==> src/rtl/lpu_pkg.sv <==
// ----------------------------------------------------------------------------
// lpu_pkg
// shared types, constants and fixed-point helpers of the leapfrog update
// ----------------------------------------------------------------------------
package lpu_pkg;

    localparam int N_AXES     = 3;
    localparam int N_STAGES   = 8;

    localparam int W_DATA     = 32;
    localparam int W_ELEM     = 21;
    localparam int W_PACK     = 63;
    localparam int W_TYPE     = 3;
    localparam int W_TF       = 9;
    localparam int W_CFG_IDX  = 3;
    localparam int W_CFG_DATA = 63;

    // widths of the intermediate terms handed from the front to an axis
    localparam int W_FM_SH    = 49;
    localparam int W_DOT_SH   = 39;
    localparam int W_BASE     = 37;

    // type_and_freeze field positions
    localparam int TF_VSITE_LSB = 3;
    localparam int TF_SHELL_LSB = 6;

    // pipeline stage numbers
    localparam int ST_VREL   = 0;
    localparam int ST_MUL    = 1;
    localparam int ST_SUM    = 2;
    localparam int ST_BR     = 3;
    localparam int ST_BRMUL  = 4;
    localparam int ST_VEL    = 5;
    localparam int ST_POSMUL = 6;
    localparam int ST_OUT    = 7;

    typedef enum logic [W_CFG_IDX-1:0] {
        REG_TIME_STEP,
        REG_TEMP_SCALE,
        REG_ROW_X,
        REG_ROW_Y,
        REG_ROW_Z,
        REG_MEAN_FLOW,
        REG_GROUP_ACCEL,
        REG_TYPE_FREEZE
    } t_cfg_reg;

    typedef struct packed {
        logic signed [W_DATA-1:0] pos_x;
        logic signed [W_DATA-1:0] pos_y;
        logic signed [W_DATA-1:0] pos_z;
        logic signed [W_DATA-1:0] vel_x;
        logic signed [W_DATA-1:0] vel_y;
        logic signed [W_DATA-1:0] vel_z;
        logic signed [W_DATA-1:0] force_x;
        logic signed [W_DATA-1:0] force_y;
        logic signed [W_DATA-1:0] force_z;
        logic        [W_DATA-1:0] inv_mass;
        logic        [W_TYPE-1:0] particle_type;
    } t_particle;

    typedef struct packed {
        logic signed [W_DATA-1:0] new_vel_x;
        logic signed [W_DATA-1:0] new_vel_y;
        logic signed [W_DATA-1:0] new_vel_z;
        logic signed [W_DATA-1:0] new_pos_x;
        logic signed [W_DATA-1:0] new_pos_y;
        logic signed [W_DATA-1:0] new_pos_z;
    } t_result;

    typedef struct packed {
        logic [W_DATA-1:0]              time_step;
        logic [W_DATA-1:0]              temp_scale;
        logic [N_AXES-1:0][W_PACK-1:0]  coupling_row;
        logic [W_PACK-1:0]              mean_flow;
        logic [W_PACK-1:0]              group_accel;
        logic [W_TF-1:0]                type_and_freeze;
    } t_cfg;

    localparam t_cfg CFG_RESET = '{
        time_step:       '0,
        temp_scale:      32'h4000_0000,
        coupling_row:    '0,
        mean_flow:       '0,
        group_accel:     '0,
        type_and_freeze: '0
    };

    typedef struct packed {
        logic [N_STAGES-1:0] load;
    } t_pipe_ctl;

    typedef struct packed {
        logic signed [W_FM_SH-1:0]  fm_sh;
        logic signed [W_DOT_SH-1:0] dot_sh;
        logic signed [W_BASE-1:0]   base;
        logic signed [W_DATA-1:0]   pos;
        logic                       active;
    } t_axis_mid;

    localparam logic signed [63:0] SAT_MAX = 64'sh0000_0000_7FFF_FFFF;
    localparam logic signed [63:0] SAT_MIN = 64'shFFFF_FFFF_8000_0000;

    // clamp to signed 32 bits
    function automatic logic signed [W_DATA-1:0] sat32(input logic signed [63:0] v);
        logic signed [W_DATA-1:0] r;
        if (v > SAT_MAX) begin
            r = 32'sh7FFF_FFFF;
        end else if (v < SAT_MIN) begin
            r = 32'sh8000_0000;
        end else begin
            r = v[W_DATA-1:0];
        end
        return r;
    endfunction

    // signed 21-bit element k of a packed triple
    function automatic logic signed [W_ELEM-1:0] elem(input logic [W_PACK-1:0] pk,
                                                      input logic [1:0] k);
        return $signed(pk[W_ELEM*k +: W_ELEM]);
    endfunction

endpackage

==> src/rtl/lpu_cfg.sv <==
// ----------------------------------------------------------------------------
// lpu_cfg
// configuration register file, written through a plain write port
// ----------------------------------------------------------------------------
module lpu_cfg (
    input  logic                             i_clk,
    input  logic                             i_rst_n,
    input  logic                             i_cfg_we,
    input  logic [lpu_pkg::W_CFG_IDX-1:0]    i_cfg_idx,
    input  logic [lpu_pkg::W_CFG_DATA-1:0]   i_cfg_data,
    output lpu_pkg::t_cfg                    o_cfg
);
    import lpu_pkg::*;

    t_cfg r_cfg;

    always_ff @(posedge i_clk) begin
        if (!i_rst_n) begin
            r_cfg <= CFG_RESET;
        end else if (i_cfg_we) begin
            unique case (t_cfg_reg'(i_cfg_idx))
                REG_TIME_STEP:   r_cfg.time_step       <= i_cfg_data[W_DATA-1:0];
                REG_TEMP_SCALE:  r_cfg.temp_scale      <= i_cfg_data[W_DATA-1:0];
                REG_ROW_X:       r_cfg.coupling_row[0] <= i_cfg_data[W_PACK-1:0];
                REG_ROW_Y:       r_cfg.coupling_row[1] <= i_cfg_data[W_PACK-1:0];
                REG_ROW_Z:       r_cfg.coupling_row[2] <= i_cfg_data[W_PACK-1:0];
                REG_MEAN_FLOW:   r_cfg.mean_flow       <= i_cfg_data[W_PACK-1:0];
                REG_GROUP_ACCEL: r_cfg.group_accel     <= i_cfg_data[W_PACK-1:0];
                REG_TYPE_FREEZE: r_cfg.type_and_freeze <= i_cfg_data[W_TF-1:0];
                default:         r_cfg                 <= r_cfg;
            endcase
        end
    end

    assign o_cfg = r_cfg;

endmodule

==> config.mk <==
export PLATFORM = sky130hd
export DESIGN_NAME = lpu_cfg
export DESIGN_NICKNAME = d
export VERILOG_FILES = /design/src/rtl/lpu_pkg.sv /design/src/rtl/lpu_cfg.sv
export SDC_FILE = /design/constraint.sdc
export NUM_CORES = 1
export LEC_CHECK = 0
export BUFFER_PORTS_ARGS = -buffer_cell sky130_fd_sc_hd__buf_4
export CAP_MARGIN = 20
export CORE_AREA = 2 2 176 178
export CTS_CLUSTER_SIZE = 10
export DETAILED_ROUTE_END_ITERATION = 8
export DIE_AREA = 0 0 178 180
export PLACE_DENSITY = 0.74
export SYNTH_ARGS = -nofsm -noshare
export SYNTH_HDL_FRONTEND = slang
export SYNTH_SLANG_ARGS = --single-unit
==> constraint.sdc <==
create_clock -name i_clk -period 1.15 [get_ports i_clk]
set_input_delay 0.115 -clock i_clk [delete_from_list [all_inputs] [get_ports i_clk]]
set_output_delay 0.115 -clock i_clk [all_outputs]
set_load 0.01 [all_outputs]
== Yosys cells after proc, flatten, opt, wreduce, memory -nomap -nowiden ==
Cells that the tools add are included.

* Equal/unequal tests: 7
* Reductions and logical operators: 9

{| class="wikitable"
|+ Operator list
! kind !! number
|-
| $reduce_and A2 Y1 || 8
|-
| $eq A3 B3 Y1 const B || 4
|-
| $eq A3 B2 Y1 const B || 2
|-
| $eq A3 B1 Y1 const B || 1
|-
| $logic_not A3 Y1 || 1
|}

* Register bits: 388
* Input port bits: 69
* Output and inout port bits: 388
* Logic and storage cells: 24

== Logic depth before layout (Yosys ltp) ==
* Depth in word-level cells: 2
* Gate-level depth with buffers: 5
* Depth with buffers taken out: 2

== Least setup slack after synthesis ==
No wires, ideal clock.

* Kind: input -> register
* Start: in i_cfg_idx[0] (netlist name)
* End: reg r_cfg (netlist bit o_cfg[365])
* Library setup time: 0.072 ns
* Arrival: 0.932 ns
* Data required time: 1.078 ns
* Path slack: 0.146 ns
* Stages on the path: 3
* Buffers on the path: 1
* Path through: nor4b_4 > buf_6 > mux2i_1

* Cells in the longest elaborated chain, start to end: 2

{| class="wikitable"
|+ RTL lines
! what !! RTL line !! text
|-
| from (decl) || lpu_cfg.sv:9 || <nowiki>input logic [lpu_pkg::W_CFG_IDX-1:0] i_cfg_idx,</nowiki>
|-
| $logic_not A3 Y1 || lpu_cfg.sv:21 || <nowiki>unique case (t_cfg_reg'(i_cfg_idx))</nowiki>
|-
| $reduce_and A2 Y1 (no line) || - ||
|-
| to (signal assigned) || lpu_cfg.sv:30 || <nowiki>default: r_cfg <= r_cfg;</nowiki>
|-
| to (decl) || lpu_cfg.sv:15 || <nowiki>t_cfg r_cfg;</nowiki>
|}

Every way passes these cells.
A chain may end at the register's enable or synchronous reset.

== Final worst setup path ==
* Start: reg r_cfg (netlist bit o_cfg[93])
* End: out o_cfg[93] (netlist name)

{| class="wikitable"
|+ RTL lines
! what !! RTL line !! text
|-
| to (decl) || lpu_cfg.sv:11 || <nowiki>output lpu_pkg::t_cfg o_cfg</nowiki>
|}

No word-level cell between the ends.

==> run metrics <==
Worst Setup Slack, final 0.0243 ns; WHS Path Cells 3; Fin Hold WS approximately 0.023 ns; Inserted Clock Buffers between 40 and 50; CTS Sinks approximately 390; synth warn 0; GPL Wtd Cong roughly 0.83; Synth cell types 16; Crit path max-delay family flip-flops; # setup viols final 0; Crit. path cell count 1; Max Slew Vio Count 0; P&R area growth vs syn 41.5%; PwrDens around 1400 nW/um2; CTS tree built; CP Class flop to output port; Final Skew 0 ns; clk_lat worst skew 0.51 ns; Worst-Margin Slew about 0.5 ns; Buf+Inv Stages, Crit Path 1; Fmax 888 MHz; GRT overflow 0; Seq cells post-synth between 300 and 400; Synth area leaders dfxtp_1 (55%), mux2i_1 (28%), nand2_1 (12%); post-layout min period 1.13 ns; PortBufs between 400 and 500; share of layout cells above drive strength 1 35.4%; die area between 30000 and 40000 um2; # DRC 0; CP max stage cell dfxtp_1; r2r worst-path depth 2; dpl hpwl 30.2 mm; syn avg cell area about 11 um2; top cell type's share of synthesized area approximately 55%; total number of vias 11400; largest net degree at the start of global routing 50; initial core utilization 46.6%; first-iteration detailed-routing DRC count 390; Pleak approximately 10 nW; run status complete, no violations; Tot GR Track Use between 20 and 30%; H-tree Lvls 2; post-synth net total about 1400; worst rel slew slack 65.8%; slowest stage delay, CP 0.36 ns; FILL cells 2307; Final Cycle Share 97.9%; max-cap viol count 0; Synth Cell Area between 10000 and 15000 um2; first-pass GRT wire length 64.6 mm; max FFs per register 388; Row Count 64; Vias/cell between 5 and 6; fin nets 1915; Worst Path Max Fanout 2; CP Capture Type output port; First-pass DRT Iterations 4; post-synthesis sequential area ratio 55.2%; crit-path cells buf_4; commonest non-fill, non-tap cells in the layout buf_4 (500), nand2_1 (450), mux2i_1 (388), dfxtp_1 (321), dfxtp_2 (66); Ports between 400 and 500; Routed Antenna Nets 0; core area 30200 um2; Die H between 150 and 200 um; CP startpoint kind flop; worst hold path type input pin to flop; wire length per cell 18.8 um; Post-CTS Setup Bufs 0; most common cell after layout, fill and taps aside buf_4; Hold Vio Cnt, Final 0; dominant cell type by area after synthesis dfxtp_1; die width 178 um; Mapped Cells 1329; Routed WL 42.2 mm; vias in the first global route 11600; CTS clk-pin slew, worst paths 0.05 ns; Antenna diodes 0; WP data arrival 1.01 ns; worst path required time around 1.0 ns; clock tree buffer depth 3; pre-CTS setup slack -0.137 ns; Max IR drop VDD around 1 mV; initial antenna violation count 0; clock root buffer clkbuf_16
[logic make-up after synthesis]
family / count (synthesis) / share of synthesized area [%]
flops: 388 / 55.2
mux: 388 / 27.6
buf+inv: 93 / 4.45
simple gates: 460 / 12.8
[power breakdown]
group	internal (mW)	switching, mW	total, mW
logic	1.09	1.23	2.33
registers	13.8	0.168	13.9
clock network	6.86	4.95	11.8
[metal layers]
layer,vias up,routed length (um),GRT usage (%)
met1,5428,16900,30.2
met4,0,1750,10.8
met5,-,0,0
met3,114,3670,7.89
li1,5386,-,-
met2,435,19800,42.6
[synth_stat cells]
library cell	n
buf_6	8
nand4b_1	3
nor2b_1	2
buf_1	3
and4bb_1	1
nand4bb_1	1
buf_2	12
buf_12	6
buf_4	28
clkbuf_1	36
and4bb_2	1
nand2_1	450
nor4b_4	1
mux2i_1	388
nand4_1	1
dfxtp_1	388
[per-stage QoR]
step                power (mW)  utilization, %  cell area [um2]  setup TNS [ns]  instances
global route              29.0            65.9            19900        -0.00851       2243
global placement          16.4            60.9            18400           -8.99       2169
CTS                       28.3            65.7            19800               0       2243
detailed placement        16.4            60.9            18400          -13.02       2169
floorplan                 15.2               -            14100               0       1329
finish                    28.1            65.9            19900               0       2243
[final timing paths]
check | from | to | slack [ns]
setup / recovery | o_cfg[93] | o_cfg[93] | 0.02
hold / removal | i_cfg_data[58] | o_cfg[67] | 0.02
setup reg to reg | o_cfg[142] | o_cfg[142] | 0.50
hold reg to reg | o_cfg[178] | o_cfg[178] | 0.46
[final cells by class]
cell class / count / area (um2) / share of cell area, %
clock buffer: 47 / 1130 / 5.69
sequential: 388 / 7850 / 39.5
tap: 396 / 495 / 2.49
multi-input combinational: 848 / 5700 / 28.6
timing repair buffer: 564 / 4720 / 23.7
[what timing repair did]
item                                   in CTS  in global routing
endpoints found under the hold margin     120                  0
resized for setup                          11                 61
hold buffers                               27                  0
gates cloned                                0                  0
setup endpoints to repair                   8                 59
(Power assumes the default switching activity.)
